==> src/hdl/tadm_pkg.sv <==
`timescale 1ns / 1ps

package tadm_pkg;

  // Field widths
  localparam int unsigned AXIS_W = 16;   // Q1.14 signed axes
  localparam int unsigned REG_W  = 15;   // configuration registers
  localparam int unsigned TRIG_W = 15;   // Q1.14 unsigned triggers
  localparam int unsigned RPS_W  = 16;   // Q8.8 signed velocities
  localparam int unsigned MIX_W  = AXIS_W + 1;      // y - x, y + x magnitudes
  localparam int unsigned NUM_W  = MIX_W + REG_W;   // |v| * speed
  localparam int unsigned QUO_W  = REG_W;           // quotient never exceeds speed

  // Arcade mix divider
  localparam int unsigned DIV_STEPS = QUO_W;
  localparam int unsigned CNT_W     = $clog2(DIV_STEPS + 1);

  // Decoupling queue between front and back
  localparam int unsigned QDEPTH = 2;
  localparam int unsigned QPTR_W = $clog2(QDEPTH);
  localparam int unsigned QCNT_W = $clog2(QDEPTH + 1);

  localparam logic [MIX_W-1:0] ONE_Q14 = MIX_W'(16384);

  // Configuration register indexes
  localparam int unsigned CFG_IDX_W = 3;
  typedef enum logic [CFG_IDX_W-1:0] {
    CFG_DRIVE_LOW    = 3'd0,
    CFG_DRIVE_MED    = 3'd1,
    CFG_DRIVE_HIGH   = 3'd2,
    CFG_DRIVE_DZ     = 3'd3,
    CFG_STICK_DZ     = 3'd4,
    CFG_TRENCHER_MAX = 3'd5,
    CFG_HOPPER_MAX   = 3'd6
  } cfg_idx_e;

  // Reset values
  localparam logic [REG_W-1:0] RST_DRIVE_LOW    = REG_W'(128);
  localparam logic [REG_W-1:0] RST_DRIVE_MED    = REG_W'(256);
  localparam logic [REG_W-1:0] RST_DRIVE_HIGH   = REG_W'(512);
  localparam logic [REG_W-1:0] RST_DRIVE_DZ     = REG_W'(1638);
  localparam logic [REG_W-1:0] RST_STICK_DZ     = REG_W'(1638);
  localparam logic [REG_W-1:0] RST_TRENCHER_MAX = REG_W'(256);
  localparam logic [REG_W-1:0] RST_HOPPER_MAX   = REG_W'(256);

  // Track speed selection
  typedef enum logic [1:0] {
    SPEED_LOW  = 2'd0,
    SPEED_MED  = 2'd1,
    SPEED_HIGH = 2'd2
  } speed_e;

  typedef struct packed {
    logic [REG_W-1:0] drive_low_rps;
    logic [REG_W-1:0] drive_med_rps;
    logic [REG_W-1:0] drive_high_rps;
    logic [REG_W-1:0] drive_deadzone;
    logic [REG_W-1:0] stick_deadzone;
    logic [REG_W-1:0] trencher_max_rps;
    logic [REG_W-1:0] hopper_belt_max_rps;
  } tadm_cfg_t;

  // Classified request handed from front to back
  typedef struct packed {
    logic [NUM_W-1:0]  l_num;
    logic [NUM_W-1:0]  r_num;
    logic [MIX_W-1:0]  m;
    logic              l_neg;
    logic              r_neg;
    logic [RPS_W-1:0]  trencher_rps;
    logic [RPS_W-1:0]  hopper_belt_rps;
    logic [AXIS_W-1:0] hopper_act_percent;
    logic              disabled;
  } tadm_cmd_t;

endpackage

==> src/hdl/tadm_in_if.sv <==
`timescale 1ns / 1ps

interface tadm_in_if;
  logic                              valid;
  logic                              ready;
  logic signed [tadm_pkg::AXIS_W-1:0] drive_x;
  logic signed [tadm_pkg::AXIS_W-1:0] drive_y;
  logic        [tadm_pkg::TRIG_W-1:0] trencher_trigger;
  logic                              trencher_invert;
  logic        [tadm_pkg::TRIG_W-1:0] hopper_trigger;
  logic                              hopper_invert;
  logic signed [tadm_pkg::AXIS_W-1:0] hopper_act_axis;
  logic                              hopper_below_zero;
  logic                              speed_low_btn;
  logic                              speed_med_btn;
  logic                              speed_high_btn;
  logic                              disable_btn;

  modport source (
    output valid, drive_x, drive_y, trencher_trigger, trencher_invert, hopper_trigger,
           hopper_invert, hopper_act_axis, hopper_below_zero, speed_low_btn,
           speed_med_btn, speed_high_btn, disable_btn,
    input  ready
  );

  modport sink (
    input  valid, drive_x, drive_y, trencher_trigger, trencher_invert, hopper_trigger,
           hopper_invert, hopper_act_axis, hopper_below_zero, speed_low_btn,
           speed_med_btn, speed_high_btn, disable_btn,
    output ready
  );
endinterface

==> src/hdl/tadm_out_if.sv <==
`timescale 1ns / 1ps

interface tadm_out_if;
  logic                              valid;
  logic                              ready;
  logic signed [tadm_pkg::RPS_W-1:0]  left_track_rps;
  logic signed [tadm_pkg::RPS_W-1:0]  right_track_rps;
  logic signed [tadm_pkg::RPS_W-1:0]  trencher_rps;
  logic signed [tadm_pkg::RPS_W-1:0]  hopper_belt_rps;
  logic signed [tadm_pkg::AXIS_W-1:0] hopper_act_percent;
  logic                              disabled;

  modport source (
    output valid, left_track_rps, right_track_rps, trencher_rps, hopper_belt_rps,
           hopper_act_percent, disabled,
    input  ready
  );

  modport sink (
    input  valid, left_track_rps, right_track_rps, trencher_rps, hopper_belt_rps,
           hopper_act_percent, disabled,
    output ready
  );
endinterface

==> src/hdl/tadm_front.sv <==
`timescale 1ns / 1ps

module tadm_front (
  input  logic                clk_i,
  input  logic                rst_ni,
  input  tadm_pkg::tadm_cfg_t cfg_i,
  tadm_in_if.sink             joy_i,
  output logic                push_o,
  output tadm_pkg::tadm_cmd_t cmd_o,
  input  logic                full_i
);

  // Products captured at accept time
  typedef struct packed {
    logic [2*tadm_pkg::AXIS_W-2:0]        xx;
    logic [2*tadm_pkg::AXIS_W-2:0]        yy;
    logic [2*tadm_pkg::REG_W-1:0]         dd;
    logic [tadm_pkg::NUM_W-1:0]           l_num;
    logic [tadm_pkg::NUM_W-1:0]           r_num;
    logic [tadm_pkg::MIX_W-1:0]           m;
    logic                                 l_neg;
    logic                                 r_neg;
    logic [tadm_pkg::TRIG_W+tadm_pkg::REG_W-1:0] trp;
    logic [tadm_pkg::TRIG_W+tadm_pkg::REG_W-1:0] hbp;
    logic                                 tinv;
    logic                                 hinv;
    logic [tadm_pkg::AXIS_W-1:0]          act;
    logic                                 below_zero;
    logic                                 dis;
  } tadm_s1_t;

  logic                        s1_valid_q;
  tadm_s1_t                    s1_q, s1_d;
  tadm_pkg::speed_e            level_q, level_d;
  logic [2:0]                  prev_btn_q;
  logic [2:0]                  btns, rise;
  logic                        accept;
  logic [tadm_pkg::REG_W-1:0]  speed;
  logic [tadm_pkg::MIX_W-1:0]  x_ext, y_ext, l, r, l_mag, r_mag, m_lr;
  logic [tadm_pkg::AXIS_W-1:0] x_mag, y_mag;

  // Belt velocity: trigger * max >> 14, saturated, then signed
  function automatic logic [tadm_pkg::RPS_W-1:0] belt_vel(
    input logic [tadm_pkg::TRIG_W+tadm_pkg::REG_W-1:0] p,
    input logic                                       inv
  );
    logic [tadm_pkg::RPS_W-2:0] q;
    q = p[tadm_pkg::TRIG_W+tadm_pkg::REG_W-1] ? '1
                                               : p[tadm_pkg::TRIG_W+tadm_pkg::REG_W-2:14];
    return inv ? (tadm_pkg::RPS_W'(0) - {1'b0, q}) : {1'b0, q};
  endfunction

  assign joy_i.ready = !s1_valid_q || !full_i;
  assign accept      = joy_i.valid && joy_i.ready;
  assign push_o      = s1_valid_q && !full_i;

  // Speed buttons: rising edge selects level, highest wins
  always_comb begin
    btns    = {joy_i.speed_high_btn, joy_i.speed_med_btn, joy_i.speed_low_btn};
    rise    = btns & ~prev_btn_q;
    level_d = level_q;
    if (rise[2]) begin
      level_d = tadm_pkg::SPEED_HIGH;
    end else if (rise[1]) begin
      level_d = tadm_pkg::SPEED_MED;
    end else if (rise[0]) begin
      level_d = tadm_pkg::SPEED_LOW;
    end
    case (level_d)
      tadm_pkg::SPEED_LOW:  speed = cfg_i.drive_low_rps;
      tadm_pkg::SPEED_HIGH: speed = cfg_i.drive_high_rps;
      default:              speed = cfg_i.drive_med_rps;
    endcase
  end

  // Mixing terms and products
  always_comb begin
    x_ext = {joy_i.drive_x[tadm_pkg::AXIS_W-1], joy_i.drive_x};
    y_ext = {joy_i.drive_y[tadm_pkg::AXIS_W-1], joy_i.drive_y};
    l     = y_ext - x_ext;
    r     = y_ext + x_ext;
    l_mag = l[tadm_pkg::MIX_W-1] ? (~l + 1'b1) : l;
    r_mag = r[tadm_pkg::MIX_W-1] ? (~r + 1'b1) : r;
    x_mag = joy_i.drive_x[tadm_pkg::AXIS_W-1] ? (~joy_i.drive_x + 1'b1) : joy_i.drive_x;
    y_mag = joy_i.drive_y[tadm_pkg::AXIS_W-1] ? (~joy_i.drive_y + 1'b1) : joy_i.drive_y;
    m_lr  = (l_mag > r_mag) ? l_mag : r_mag;

    s1_d.xx         = (2*tadm_pkg::AXIS_W-1)'(x_mag * x_mag);
    s1_d.yy         = (2*tadm_pkg::AXIS_W-1)'(y_mag * y_mag);
    s1_d.dd         = (2*tadm_pkg::REG_W)'(cfg_i.drive_deadzone * cfg_i.drive_deadzone);
    s1_d.l_num      = tadm_pkg::NUM_W'(l_mag * speed);
    s1_d.r_num      = tadm_pkg::NUM_W'(r_mag * speed);
    s1_d.m          = (m_lr > tadm_pkg::ONE_Q14) ? m_lr : tadm_pkg::ONE_Q14;
    s1_d.l_neg      = l[tadm_pkg::MIX_W-1];
    s1_d.r_neg      = r[tadm_pkg::MIX_W-1];
    s1_d.trp        = (tadm_pkg::TRIG_W+tadm_pkg::REG_W)'(joy_i.trencher_trigger *
                                                           cfg_i.trencher_max_rps);
    s1_d.hbp        = (tadm_pkg::TRIG_W+tadm_pkg::REG_W)'(joy_i.hopper_trigger *
                                                           cfg_i.hopper_belt_max_rps);
    s1_d.tinv       = joy_i.trencher_invert;
    s1_d.hinv       = joy_i.hopper_invert;
    s1_d.act        = joy_i.hopper_act_axis;
    s1_d.below_zero = joy_i.hopper_below_zero;
    s1_d.dis        = joy_i.disable_btn;
  end

  // Classify: deadzone, disable, belts, actuator
  logic [2*tadm_pkg::AXIS_W-1:0] m2;
  logic                          zero_tracks;
  logic [tadm_pkg::AXIS_W-1:0]   act_mag;
  logic                          act_zero;

  always_comb begin
    m2          = {1'b0, s1_q.xx} + {1'b0, s1_q.yy};
    zero_tracks = s1_q.dis || (m2 < {2'b0, s1_q.dd});
    act_mag     = s1_q.act[tadm_pkg::AXIS_W-1] ? (~s1_q.act + 1'b1) : s1_q.act;
    act_zero    = (act_mag < {1'b0, cfg_i.stick_deadzone}) ||
                  (s1_q.below_zero && s1_q.act[tadm_pkg::AXIS_W-1]);

    cmd_o.l_num              = zero_tracks ? '0 : s1_q.l_num;
    cmd_o.r_num              = zero_tracks ? '0 : s1_q.r_num;
    cmd_o.m                  = zero_tracks ? tadm_pkg::ONE_Q14 : s1_q.m;
    cmd_o.l_neg              = s1_q.l_neg;
    cmd_o.r_neg              = s1_q.r_neg;
    cmd_o.trencher_rps       = s1_q.dis ? '0 : belt_vel(s1_q.trp, s1_q.tinv);
    cmd_o.hopper_belt_rps    = s1_q.dis ? '0 : belt_vel(s1_q.hbp, s1_q.hinv);
    cmd_o.hopper_act_percent = (s1_q.dis || act_zero) ? '0 : s1_q.act;
    cmd_o.disabled           = s1_q.dis;
  end

  always_ff @(posedge clk_i or negedge rst_ni) begin
    if (!rst_ni) begin
      s1_valid_q <= 1'b0;
      level_q    <= tadm_pkg::SPEED_MED;
      prev_btn_q <= '0;
    end else begin
      if (accept) begin
        s1_valid_q <= 1'b1;
        level_q    <= level_d;
        prev_btn_q <= btns;
      end else if (push_o) begin
        s1_valid_q <= 1'b0;
      end
    end
  end

  // Stage payload
  always_ff @(posedge clk_i) begin
    if (accept) begin
      s1_q <= s1_d;
    end
  end

endmodule

==> src/hdl/tadm_fifo.sv <==
`timescale 1ns / 1ps

module tadm_fifo (
  input  logic                clk_i,
  input  logic                rst_ni,
  input  logic                push_i,
  input  tadm_pkg::tadm_cmd_t data_i,
  output logic                full_o,
  input  logic                pop_i,
  output logic                valid_o,
  output tadm_pkg::tadm_cmd_t data_o
);

  tadm_pkg::tadm_cmd_t           mem_q [tadm_pkg::QDEPTH];
  logic [tadm_pkg::QPTR_W-1:0]   wr_ptr_q, rd_ptr_q;
  logic [tadm_pkg::QCNT_W-1:0]   cnt_q;
  logic                          do_push, do_pop;

  assign full_o  = (cnt_q == tadm_pkg::QCNT_W'(tadm_pkg::QDEPTH));
  assign valid_o = (cnt_q != '0);
  assign data_o  = mem_q[rd_ptr_q];
  assign do_push = push_i && !full_o;
  assign do_pop  = pop_i && valid_o;

  always_ff @(posedge clk_i or negedge rst_ni) begin
    if (!rst_ni) begin
      wr_ptr_q <= '0;
      rd_ptr_q <= '0;
      cnt_q    <= '0;
    end else begin
      if (do_push) begin
        wr_ptr_q <= (wr_ptr_q == tadm_pkg::QPTR_W'(tadm_pkg::QDEPTH - 1)) ? '0
                                                                      : wr_ptr_q + 1'b1;
      end
      if (do_pop) begin
        rd_ptr_q <= (rd_ptr_q == tadm_pkg::QPTR_W'(tadm_pkg::QDEPTH - 1)) ? '0
                                                                      : rd_ptr_q + 1'b1;
      end
      if (do_push && !do_pop) begin
        cnt_q <= cnt_q + 1'b1;
      end else if (do_pop && !do_push) begin
        cnt_q <= cnt_q - 1'b1;
      end
    end
  end

  always_ff @(posedge clk_i) begin
    if (do_push) begin
      mem_q[wr_ptr_q] <= data_i;
    end
  end

endmodule

==> src/hdl/tadm_back.sv <==
`timescale 1ns / 1ps

module tadm_back (
  input  logic                clk_i,
  input  logic                rst_ni,
  input  logic                valid_i,
  input  tadm_pkg::tadm_cmd_t cmd_i,
  output logic                pop_o,
  tadm_out_if.source          cmd_o
);

  typedef enum logic {
    ST_IDLE,
    ST_DIV
  } state_e;

  state_e                        state_q;
  logic [tadm_pkg::CNT_W-1:0]    cnt_q;
  logic [tadm_pkg::MIX_W-1:0]    m_q;
  logic [tadm_pkg::MIX_W-1:0]    rem_l_q, rem_r_q, rem_l_d, rem_r_d;
  logic [tadm_pkg::QUO_W-1:0]    sh_l_q, sh_r_q, sh_l_d, sh_r_d;
  logic                          l_neg_q, r_neg_q;
  logic [tadm_pkg::RPS_W-1:0]    tr_q, hb_q;
  logic [tadm_pkg::AXIS_W-1:0]   ha_q;
  logic                          dis_q;
  logic                          out_valid_q;
  logic [tadm_pkg::RPS_W-1:0]    lt_q, rt_q, otr_q, ohb_q;
  logic [tadm_pkg::AXIS_W-1:0]   oha_q;
  logic                          odis_q;
  logic                          out_free;
  logic                          post;
  logic [tadm_pkg::MIX_W:0]      t_l, t_r;
  logic                          ge_l, ge_r;

  assign out_free = !out_valid_q || cmd_o.ready;
  assign pop_o    = (state_q == ST_IDLE) && valid_i;
  assign post     = (state_q == ST_DIV) && (cnt_q == '0) && out_free;

  // One restoring step on each track
  always_comb begin
    t_l     = {rem_l_q, sh_l_q[tadm_pkg::QUO_W-1]};
    t_r     = {rem_r_q, sh_r_q[tadm_pkg::QUO_W-1]};
    ge_l    = t_l >= {1'b0, m_q};
    ge_r    = t_r >= {1'b0, m_q};
    rem_l_d = ge_l ? tadm_pkg::MIX_W'(t_l - {1'b0, m_q}) : t_l[tadm_pkg::MIX_W-1:0];
    rem_r_d = ge_r ? tadm_pkg::MIX_W'(t_r - {1'b0, m_q}) : t_r[tadm_pkg::MIX_W-1:0];
    sh_l_d  = {sh_l_q[tadm_pkg::QUO_W-2:0], ge_l};
    sh_r_d  = {sh_r_q[tadm_pkg::QUO_W-2:0], ge_r};
  end

  always_ff @(posedge clk_i or negedge rst_ni) begin
    if (!rst_ni) begin
      state_q     <= ST_IDLE;
      cnt_q       <= '0;
      out_valid_q <= 1'b0;
    end else begin
      // Output register: filled on post, drained on accept
      if (post) begin
        out_valid_q <= 1'b1;
      end else if (out_valid_q && cmd_o.ready) begin
        out_valid_q <= 1'b0;
      end
      case (state_q)
        ST_IDLE: begin
          if (valid_i) begin
            rem_l_q <= cmd_i.l_num[tadm_pkg::NUM_W-1:tadm_pkg::QUO_W];
            rem_r_q <= cmd_i.r_num[tadm_pkg::NUM_W-1:tadm_pkg::QUO_W];
            sh_l_q  <= cmd_i.l_num[tadm_pkg::QUO_W-1:0];
            sh_r_q  <= cmd_i.r_num[tadm_pkg::QUO_W-1:0];
            m_q     <= cmd_i.m;
            l_neg_q <= cmd_i.l_neg;
            r_neg_q <= cmd_i.r_neg;
            tr_q    <= cmd_i.trencher_rps;
            hb_q    <= cmd_i.hopper_belt_rps;
            ha_q    <= cmd_i.hopper_act_percent;
            dis_q   <= cmd_i.disabled;
            cnt_q   <= tadm_pkg::CNT_W'(tadm_pkg::DIV_STEPS);
            state_q <= ST_DIV;
          end
        end
        ST_DIV: begin
          if (cnt_q != '0) begin
            rem_l_q <= rem_l_d;
            rem_r_q <= rem_r_d;
            sh_l_q  <= sh_l_d;
            sh_r_q  <= sh_r_d;
            cnt_q   <= cnt_q - 1'b1;
          end else if (out_free) begin
            // Quotients done: apply signs and post the result
            lt_q        <= l_neg_q ? (tadm_pkg::RPS_W'(0) - {1'b0, sh_l_q}) : {1'b0, sh_l_q};
            rt_q        <= r_neg_q ? (tadm_pkg::RPS_W'(0) - {1'b0, sh_r_q}) : {1'b0, sh_r_q};
            otr_q       <= tr_q;
            ohb_q       <= hb_q;
            oha_q       <= ha_q;
            odis_q      <= dis_q;
            state_q     <= ST_IDLE;
          end
        end
        default: state_q <= ST_IDLE;
      endcase
    end
  end

  assign cmd_o.valid              = out_valid_q;
  assign cmd_o.left_track_rps     = lt_q;
  assign cmd_o.right_track_rps    = rt_q;
  assign cmd_o.trencher_rps       = otr_q;
  assign cmd_o.hopper_belt_rps    = ohb_q;
  assign cmd_o.hopper_act_percent = oha_q;
  assign cmd_o.disabled           = odis_q;

endmodule

==> src/hdl/teleop_arcade_drive_mixer.sv <==
`timescale 1ns / 1ps
// Channel   Dir  Handshake       Payload
// joy_i     in   valid/ready     stick axes, triggers, invert/speed/disable buttons
// cmd_o     out  valid/ready     track, trencher, belt velocities, actuator, disabled
// cfg       in   cfg_we_i        cfg_idx_i selects register, cfg_data_i 15 bits
//
// Each request passes through the back end as one load, 15 restoring-division
// steps (one quotient bit per cycle for both tracks) and a post of the result.
// The front end registers each request and can hold one while a two-entry queue
// holds two more, so input stalls only when all are full.
// A stalled output holds the finished result; the divider waits before posting.
// Reset is asynchronous, active low; config registers return to their defaults.

module teleop_arcade_drive_mixer (
  input  logic                           clk_i,
  input  logic                           rst_ni,
  input  logic                           cfg_we_i,
  input  logic [tadm_pkg::CFG_IDX_W-1:0] cfg_idx_i,
  input  logic [tadm_pkg::REG_W-1:0]     cfg_data_i,
  tadm_in_if.sink                        joy_i,
  tadm_out_if.source                     cmd_o
);

  tadm_pkg::tadm_cfg_t cfg_q;
  tadm_pkg::tadm_cmd_t front_cmd, queue_cmd;
  logic                push, full, pop, queue_valid;

  // Configuration registers
  always_ff @(posedge clk_i or negedge rst_ni) begin
    if (!rst_ni) begin
      cfg_q.drive_low_rps       <= tadm_pkg::RST_DRIVE_LOW;
      cfg_q.drive_med_rps       <= tadm_pkg::RST_DRIVE_MED;
      cfg_q.drive_high_rps      <= tadm_pkg::RST_DRIVE_HIGH;
      cfg_q.drive_deadzone      <= tadm_pkg::RST_DRIVE_DZ;
      cfg_q.stick_deadzone      <= tadm_pkg::RST_STICK_DZ;
      cfg_q.trencher_max_rps    <= tadm_pkg::RST_TRENCHER_MAX;
      cfg_q.hopper_belt_max_rps <= tadm_pkg::RST_HOPPER_MAX;
    end else if (cfg_we_i) begin
      case (tadm_pkg::cfg_idx_e'(cfg_idx_i))
        tadm_pkg::CFG_DRIVE_LOW:    cfg_q.drive_low_rps       <= cfg_data_i;
        tadm_pkg::CFG_DRIVE_MED:    cfg_q.drive_med_rps       <= cfg_data_i;
        tadm_pkg::CFG_DRIVE_HIGH:   cfg_q.drive_high_rps      <= cfg_data_i;
        tadm_pkg::CFG_DRIVE_DZ:     cfg_q.drive_deadzone      <= cfg_data_i;
        tadm_pkg::CFG_STICK_DZ:     cfg_q.stick_deadzone      <= cfg_data_i;
        tadm_pkg::CFG_TRENCHER_MAX: cfg_q.trencher_max_rps    <= cfg_data_i;
        tadm_pkg::CFG_HOPPER_MAX:   cfg_q.hopper_belt_max_rps <= cfg_data_i;
        default: ;
      endcase
    end
  end

  tadm_front u_front (
    .clk_i  (clk_i),
    .rst_ni (rst_ni),
    .cfg_i  (cfg_q),
    .joy_i  (joy_i),
    .push_o (push),
    .cmd_o  (front_cmd),
    .full_i (full)
  );

  tadm_fifo u_fifo (
    .clk_i   (clk_i),
    .rst_ni  (rst_ni),
    .push_i  (push),
    .data_i  (front_cmd),
    .full_o  (full),
    .pop_i   (pop),
    .valid_o (queue_valid),
    .data_o  (queue_cmd)
  );

  tadm_back u_back (
    .clk_i   (clk_i),
    .rst_ni  (rst_ni),
    .valid_i (queue_valid),
    .cmd_i   (queue_cmd),
    .pop_o   (pop),
    .cmd_o   (cmd_o)
  );

endmodule
==> src/flat_wrapper.sv <==
// flat-port wrapper written by rule: the top's interface ports become plain ports
module teleop_arcade_drive_mixer_flat 
  (clk_i, rst_ni, cfg_we_i, cfg_idx_i, cfg_data_i, joy_i_valid, joy_i_drive_x, joy_i_drive_y, joy_i_trencher_trigger, joy_i_trencher_invert, joy_i_hopper_trigger, joy_i_hopper_invert, joy_i_hopper_act_axis, joy_i_hopper_below_zero, joy_i_speed_low_btn, joy_i_speed_med_btn, joy_i_speed_high_btn, joy_i_disable_btn, joy_i_ready, cmd_o_valid, cmd_o_left_track_rps, cmd_o_right_track_rps, cmd_o_trencher_rps, cmd_o_hopper_belt_rps, cmd_o_hopper_act_percent, cmd_o_disabled, cmd_o_ready);
  tadm_in_if joy_i_i ();
  tadm_out_if cmd_o_i ();
  input  logic clk_i;
  input  logic rst_ni;
  input  logic cfg_we_i;
  input  logic [tadm_pkg::CFG_IDX_W-1:0] cfg_idx_i;
  input  logic [tadm_pkg::REG_W-1:0] cfg_data_i;
  input wire logic [$bits(joy_i_i.valid)-1:0] joy_i_valid;
  input wire logic [$bits(joy_i_i.drive_x)-1:0] joy_i_drive_x;
  input wire logic [$bits(joy_i_i.drive_y)-1:0] joy_i_drive_y;
  input wire logic [$bits(joy_i_i.trencher_trigger)-1:0] joy_i_trencher_trigger;
  input wire logic [$bits(joy_i_i.trencher_invert)-1:0] joy_i_trencher_invert;
  input wire logic [$bits(joy_i_i.hopper_trigger)-1:0] joy_i_hopper_trigger;
  input wire logic [$bits(joy_i_i.hopper_invert)-1:0] joy_i_hopper_invert;
  input wire logic [$bits(joy_i_i.hopper_act_axis)-1:0] joy_i_hopper_act_axis;
  input wire logic [$bits(joy_i_i.hopper_below_zero)-1:0] joy_i_hopper_below_zero;
  input wire logic [$bits(joy_i_i.speed_low_btn)-1:0] joy_i_speed_low_btn;
  input wire logic [$bits(joy_i_i.speed_med_btn)-1:0] joy_i_speed_med_btn;
  input wire logic [$bits(joy_i_i.speed_high_btn)-1:0] joy_i_speed_high_btn;
  input wire logic [$bits(joy_i_i.disable_btn)-1:0] joy_i_disable_btn;
  output wire logic [$bits(joy_i_i.ready)-1:0] joy_i_ready;
  output wire logic [$bits(cmd_o_i.valid)-1:0] cmd_o_valid;
  output wire logic [$bits(cmd_o_i.left_track_rps)-1:0] cmd_o_left_track_rps;
  output wire logic [$bits(cmd_o_i.right_track_rps)-1:0] cmd_o_right_track_rps;
  output wire logic [$bits(cmd_o_i.trencher_rps)-1:0] cmd_o_trencher_rps;
  output wire logic [$bits(cmd_o_i.hopper_belt_rps)-1:0] cmd_o_hopper_belt_rps;
  output wire logic [$bits(cmd_o_i.hopper_act_percent)-1:0] cmd_o_hopper_act_percent;
  output wire logic [$bits(cmd_o_i.disabled)-1:0] cmd_o_disabled;
  input wire logic [$bits(cmd_o_i.ready)-1:0] cmd_o_ready;
  assign joy_i_i.valid = joy_i_valid;
  assign joy_i_i.drive_x = joy_i_drive_x;
  assign joy_i_i.drive_y = joy_i_drive_y;
  assign joy_i_i.trencher_trigger = joy_i_trencher_trigger;
  assign joy_i_i.trencher_invert = joy_i_trencher_invert;
  assign joy_i_i.hopper_trigger = joy_i_hopper_trigger;
  assign joy_i_i.hopper_invert = joy_i_hopper_invert;
  assign joy_i_i.hopper_act_axis = joy_i_hopper_act_axis;
  assign joy_i_i.hopper_below_zero = joy_i_hopper_below_zero;
  assign joy_i_i.speed_low_btn = joy_i_speed_low_btn;
  assign joy_i_i.speed_med_btn = joy_i_speed_med_btn;
  assign joy_i_i.speed_high_btn = joy_i_speed_high_btn;
  assign joy_i_i.disable_btn = joy_i_disable_btn;
  assign joy_i_ready = joy_i_i.ready;
  assign cmd_o_valid = cmd_o_i.valid;
  assign cmd_o_left_track_rps = cmd_o_i.left_track_rps;
  assign cmd_o_right_track_rps = cmd_o_i.right_track_rps;
  assign cmd_o_trencher_rps = cmd_o_i.trencher_rps;
  assign cmd_o_hopper_belt_rps = cmd_o_i.hopper_belt_rps;
  assign cmd_o_hopper_act_percent = cmd_o_i.hopper_act_percent;
  assign cmd_o_disabled = cmd_o_i.disabled;
  assign cmd_o_i.ready = cmd_o_ready;
  teleop_arcade_drive_mixer u_core (.clk_i(clk_i), .rst_ni(rst_ni), .cfg_we_i(cfg_we_i), .cfg_idx_i(cfg_idx_i), .cfg_data_i(cfg_data_i), .joy_i(joy_i_i), .cmd_o(cmd_o_i));
endmodule
==> config.mk <==
export PLATFORM = sky130hd
export DESIGN_NAME = teleop_arcade_drive_mixer_flat
export DESIGN_NICKNAME = d
export VERILOG_FILES = /design/src/hdl/tadm_pkg.sv /design/src/hdl/tadm_in_if.sv /design/src/hdl/tadm_out_if.sv /design/src/hdl/tadm_front.sv /design/src/hdl/tadm_fifo.sv /design/src/hdl/tadm_back.sv /design/src/hdl/teleop_arcade_drive_mixer.sv /design/src/flat_wrapper.sv
export SDC_FILE = /design/constraint.sdc
export NUM_CORES = 2
export LEC_CHECK = 0
export ABC_CLOCK_PERIOD_IN_PS = 16690
export BUFFER_PORTS_ARGS = -buffer_cell sky130_fd_sc_hd__buf_2
export CAP_MARGIN = 10
export CORE_MARGIN = 8
export CORE_UTILIZATION = 35
export CTS_BUF_LIST = sky130_fd_sc_hd__clkbuf_4
export DETAILED_ROUTE_END_ITERATION = 7
export GPL_TIMING_DRIVEN = 0
export SLEW_MARGIN = 20
export SYNTH_ARGS = -nofsm -noshare
export SYNTH_HDL_FRONTEND = slang
export SYNTH_SLANG_ARGS = --single-unit
==> constraint.sdc <==
create_clock -name clk_i -period 16.69 [get_ports clk_i]
set_input_delay 2.5035 -clock clk_i [delete_from_list [all_inputs] [get_ports clk_i]]
set_output_delay 2.5035 -clock clk_i [all_outputs]
set_load 0.1 [all_outputs]
==> impl_summary.md <==
Final layout
In the layout the commonest cells are 1509 x sky130_fd_sc_hd__inv_1, 1187 x sky130_fd_sc_hd__fa_1, 814 x sky130_fd_sc_hd__ha_1, 810 x sky130_fd_sc_hd__nand2_1, 712 x sky130_fd_sc_hd__nor2_1. Compared with the post-synthesis result, the final layout area differs by 10.05%. The footprint of the flip-flops and latches is 24100 um^2.

The total number of nets in the final design is 11077. Cells with a size suffix above 1 make up 9.292% of the layout. The final core utilization is 38.59%. For this run, the number of standard cells in the final layout without fillers is 12519. The number of filler instances in the final layout is 24828.

The commonest non-fill, non-tap cell in the layout is sky130_fd_sc_hd__inv_1. In the final layout, the multi-input gates occupy 57050 um^2.

Global routing
The number of global-route vias before repair is 65121. In the global route stage, overall resource usage came out at 17.14%. The maximum number of pins on one net before global-route repair is 95.

After global routing the overflow that remains totals 0. The initial antenna violation count was 23. The wire length of the first global-routing pass is 363.3 mm.

STA
Setup repair after global routing left no endpoint under its margin. Counting I/O delays and the setup requirement, the final critical path takes 12.54 ns. The count of final max-slew check failures is 0. The final count of negative-setup-slack endpoints is 0. For the final routed database, the setup TNS stands at 0 ns.

The relative slew slack is 15.73%. Across the routed clock network, the largest skew measured is 0.1120 ns. The count of final hold-check violations is 0. The maximum achievable frequency is 0.07977 GHz. The worst path uses 75.11% of the clock period. For the pin with the worst max-slew slack, the measured transition is 1.255 ns.

Logic synthesis
Yosys printed 0 warnings. The average instance in the mapped netlist occupies 10.30 um^2. The async set-reset flop share out of synthesis is 14.72%. In the synthesized netlist, the number of instances is 8523. The cell area after synthesis is 87760 um^2.

Yosys attributes the largest share of cell area to sky130_fd_sc_hd__fa_1 27%, sky130_fd_sc_hd__edfxtp_1 24%, sky130_fd_sc_hd__ha_1 12%, sky130_fd_sc_hd__inv_1 6.5%, sky130_fd_sc_hd__nand2_1 3.5%. The most used flip-flop cell after synthesis is sky130_fd_sc_hd__edfxtp_1. The area share of the leading cell type in the synthesized netlist is 27.08%. Summing the sequential cell areas from Yosys gives 27.46% of the chip area. The number of flops mapped to enable cells by yosys is 701.

The count of state elements after synthesis is 822. The most area-hungry cell type in the Yosys netlist is sky130_fd_sc_hd__fa_1. The synthesized netlist contains 104 unique library cells.

Die
The overall die area is 267000 um^2. The initial standard-cell utilization of the core is 35.07%. The die extent in x is 516.7 um. The number of standard-cell rows in the floorplan is 184. The die is 516.7 um tall. 191 I/O pins were placed. The area of the placeable core is 250300 um^2.

Drt
The average routed wire per standard cell is 18.36 um. The vias per cell is 4.919. In this run, the number of DRC markers left after iteration 0 of detailed routing was 3926. The remaining antenna violation count is 0. The total via count in the routed design is 61579. The residual DRC count is 0. The first TritonRoute pass finished after 5 iterations. The total routed wirelength is 229.8 mm.

Critical path
The reg-to-reg critical path startpoint is u_core.u_front.level_q[0]. STA classifies the critical path startpoint as a primary input. The highest net fanout along the worst path is 11. The largest single stage delay on the critical path is 1.01 ns. The slowest stage of the critical path is the sky130_fd_sc_hd__xnor2_1 cell. Data on the critical path arrives at its endpoint at 13.43 ns. In this design, the critical path's most frequently occurring cell is sky130_fd_sc_hd__fa_1. The type of the worst setup path is primary input to register. The worst setup path is captured at a register. The beginning of the critical path is joy_i_drive_y[0]. STA puts the critical path data required time at 17.59 ns.

Clock network
The TritonCTS clock tree is done. The deepest level of the CTS H-tree is 4. Post-CTS repair changed the size of 0 cells. Buffers inserted during clock tree synthesis total 214.

For the worst-skew pair, the clock arrives at the later sink with an insertion delay of 1.19 ns. The buffer cell driving the clock tree root is sky130_fd_sc_hd__clkbuf_4. CTS saw 822 sinks. In this run the post-CTS setup repair buffer count came out at 0. The clock input transition at the sequential cells of the worst setup and hold paths is 0.07 ns. No sink is reached through more buffers than the 3 on the longest clock path. The number of hold-repair buffers added at the cts stage is 0.

Run
The number of maximum-capacitance violations is 0.

Min path
The startpoint of the most critical hold path is u_core.u_back.ha_q[4]. The min-delay analysis places its worst path in the category register to register.

Placement
The estimated wirelength of the detail-placed design is 188.0 mm. Counting tap cells, the placed design contains a total of 12100 instances. The routability congestion estimate is 0.9111. Buffers placed on the I/O ports in this run total 188.

Status
The run finished with clean final reports.
cell type report:
| type | count | share of cell area (%) |
|---|---|---|
| multi-input cells | 5919 | 59.08 |
| flip-flops and latches | 822 | 24.95 |
| inverters | 1542 | 6.005 |
| well taps | 3348 | 4.337 |
| clock buffers | 321 | 2.495 |
| repair buffers | 207 | 1.422 |
| plain buffers | 262 | 1.073 |
| clock inverters | 75 | 0.5778 |
| diodes | 23 | 0.05959 |
Yosys cell counts, types with 13 or more instances:
master                     number
sky130_fd_sc_hd__clkbuf_1     228
sky130_fd_sc_hd__dfrtp_1      103
sky130_fd_sc_hd__and3_1        25
sky130_fd_sc_hd__nand3_1       78
sky130_fd_sc_hd__or3_1         42
sky130_fd_sc_hd__mux2_2       165
sky130_fd_sc_hd__o21a_1        57
sky130_fd_sc_hd__a31oi_1       22
sky130_fd_sc_hd__nand2_1      810
sky130_fd_sc_hd__dfstp_2       18
sky130_fd_sc_hd__inv_1       1510
sky130_fd_sc_hd__clkinv_1      23
sky130_fd_sc_hd__edfxtp_1     701
sky130_fd_sc_hd__o22a_1        19
sky130_fd_sc_hd__a21o_1        83
sky130_fd_sc_hd__mux2i_1       76
sky130_fd_sc_hd__o31ai_1       29
sky130_fd_sc_hd__buf_1         18
sky130_fd_sc_hd__nand2b_1      64
sky130_fd_sc_hd__o31a_1        21
sky130_fd_sc_hd__xor2_1        98
sky130_fd_sc_hd__a21oi_1      230
sky130_fd_sc_hd__o21bai_1      25
sky130_fd_sc_hd__ha_1         814
sky130_fd_sc_hd__nand4_1       33
sky130_fd_sc_hd__or2_2         13
sky130_fd_sc_hd__xnor2_1      254
sky130_fd_sc_hd__nor2_1       714
sky130_fd_sc_hd__and2_1       344
sky130_fd_sc_hd__nor3_1        96
sky130_fd_sc_hd__o21ai_1       17
sky130_fd_sc_hd__fa_1        1187
sky130_fd_sc_hd__o211ai_1      28
sky130_fd_sc_hd__o21ai_0      202
sky130_fd_sc_hd__nor2b_1       80
sky130_fd_sc_hd__a211oi_1      61
critical path: cells and delay by family:
family / cells / cell delay (ns)
AOI/OAI and AO/OA: 8 / 2.86
xor gates and xnor gates: 2 / 1.35
adders and majority gates: 9 / 3.55
and+or+nand+nor: 7 / 1.56
buffers and inverters: 7 / 1.59
through the flow:
stage	setup slack [ns]	instance area, um^2	hold WS [ns]
finish	4.154	96580	0.4173
global route	3.902	96550	0.4206
CTS	4.503	96480	0.4047
detailed placement	3.177	93520	0.4045
global placement	3.156	92970	0.4041
floorplan	5.763	87840	0.4003
registers in the layout, indices dropped and copies added, names as in the netlist, 4 cells and up:
| signal | count |
|---|---|
| u_core.u_back.cmd_o.hopper_act_percent | 16 |
| u_core.u_back.sh_l_q | 15 |
| u_core.u_back.rem_r_q | 17 |
| u_core.u_back.cmd_o.trencher_rps | 16 |
| u_core.u_back.cnt_q | 4 |
| u_core.u_back.cmd_o.hopper_belt_rps | 16 |
| u_core.u_back.rem_l_q | 17 |
| u_core.u_back.hb_q | 16 |
| u_core.u_back.cmd_o.left_track_rps | 16 |
| u_core.u_front.s1_q | 221 |
| u_core.cfg_q | 105 |
| u_core.u_back.tr_q | 16 |
| u_core.u_fifo.mem_q | 264 |
| u_core.u_back.ha_q | 16 |
| u_core.u_back.cmd_o.right_track_rps | 16 |
| u_core.u_back.sh_r_q | 15 |
| u_core.u_back.m_q | 17 |
routing by layer:
layer	global-route usage, %	share of wire [%]
met1	22.90	44
met2	28.24	47
met3	3.215	6.5
met4	5.491	2.8
met5	0	0.020
worst paths after layout:
| path | slack [ns] | endpoint | depth (start not counted) |
|---|---|---|---|
| worst max-delay path | 4.15 | u_core.u_front.s1_q[162] | 33 |
| worst min-delay path | 0.42 | u_core.u_back.cmd_o.hopper_act_percent[4] | 0 |
| worst max register to register | 6.80 | u_core.u_front.s1_q[128] | 26 |
| worst min register to register | 0.42 | u_core.u_back.cmd_o.hopper_act_percent[4] | 0 |
| max in group asynchronous | 14.52 | u_core.cfg_q[8] | 2 |
| min in group asynchronous | 1.25 | u_core.u_back.cmd_o.valid | 1 |
kinds of logic (layout without fill, tap and decap cells):
family | count (synthesis) | count (layout) | share of synthesized area, %
adders and majority gates | 2001 | 2001 | 38.68
and+or+nand+nor | 2366 | 2366 | 12.41
AOI/OAI and AO/OA | 926 | 926 | 6.972
buffers and inverters | 1804 | 2407 | 7.778
DFF | 822 | 822 | 27.46
other | 2 | 47 | 0.008558
muxes | 244 | 244 | 3.051
xor gates and xnor gates | 358 | 358 | 3.637
Power is left out: the tool's default activity adds up to more than one toggle a clock period on the data nets, which glitch-free logic cannot reach.
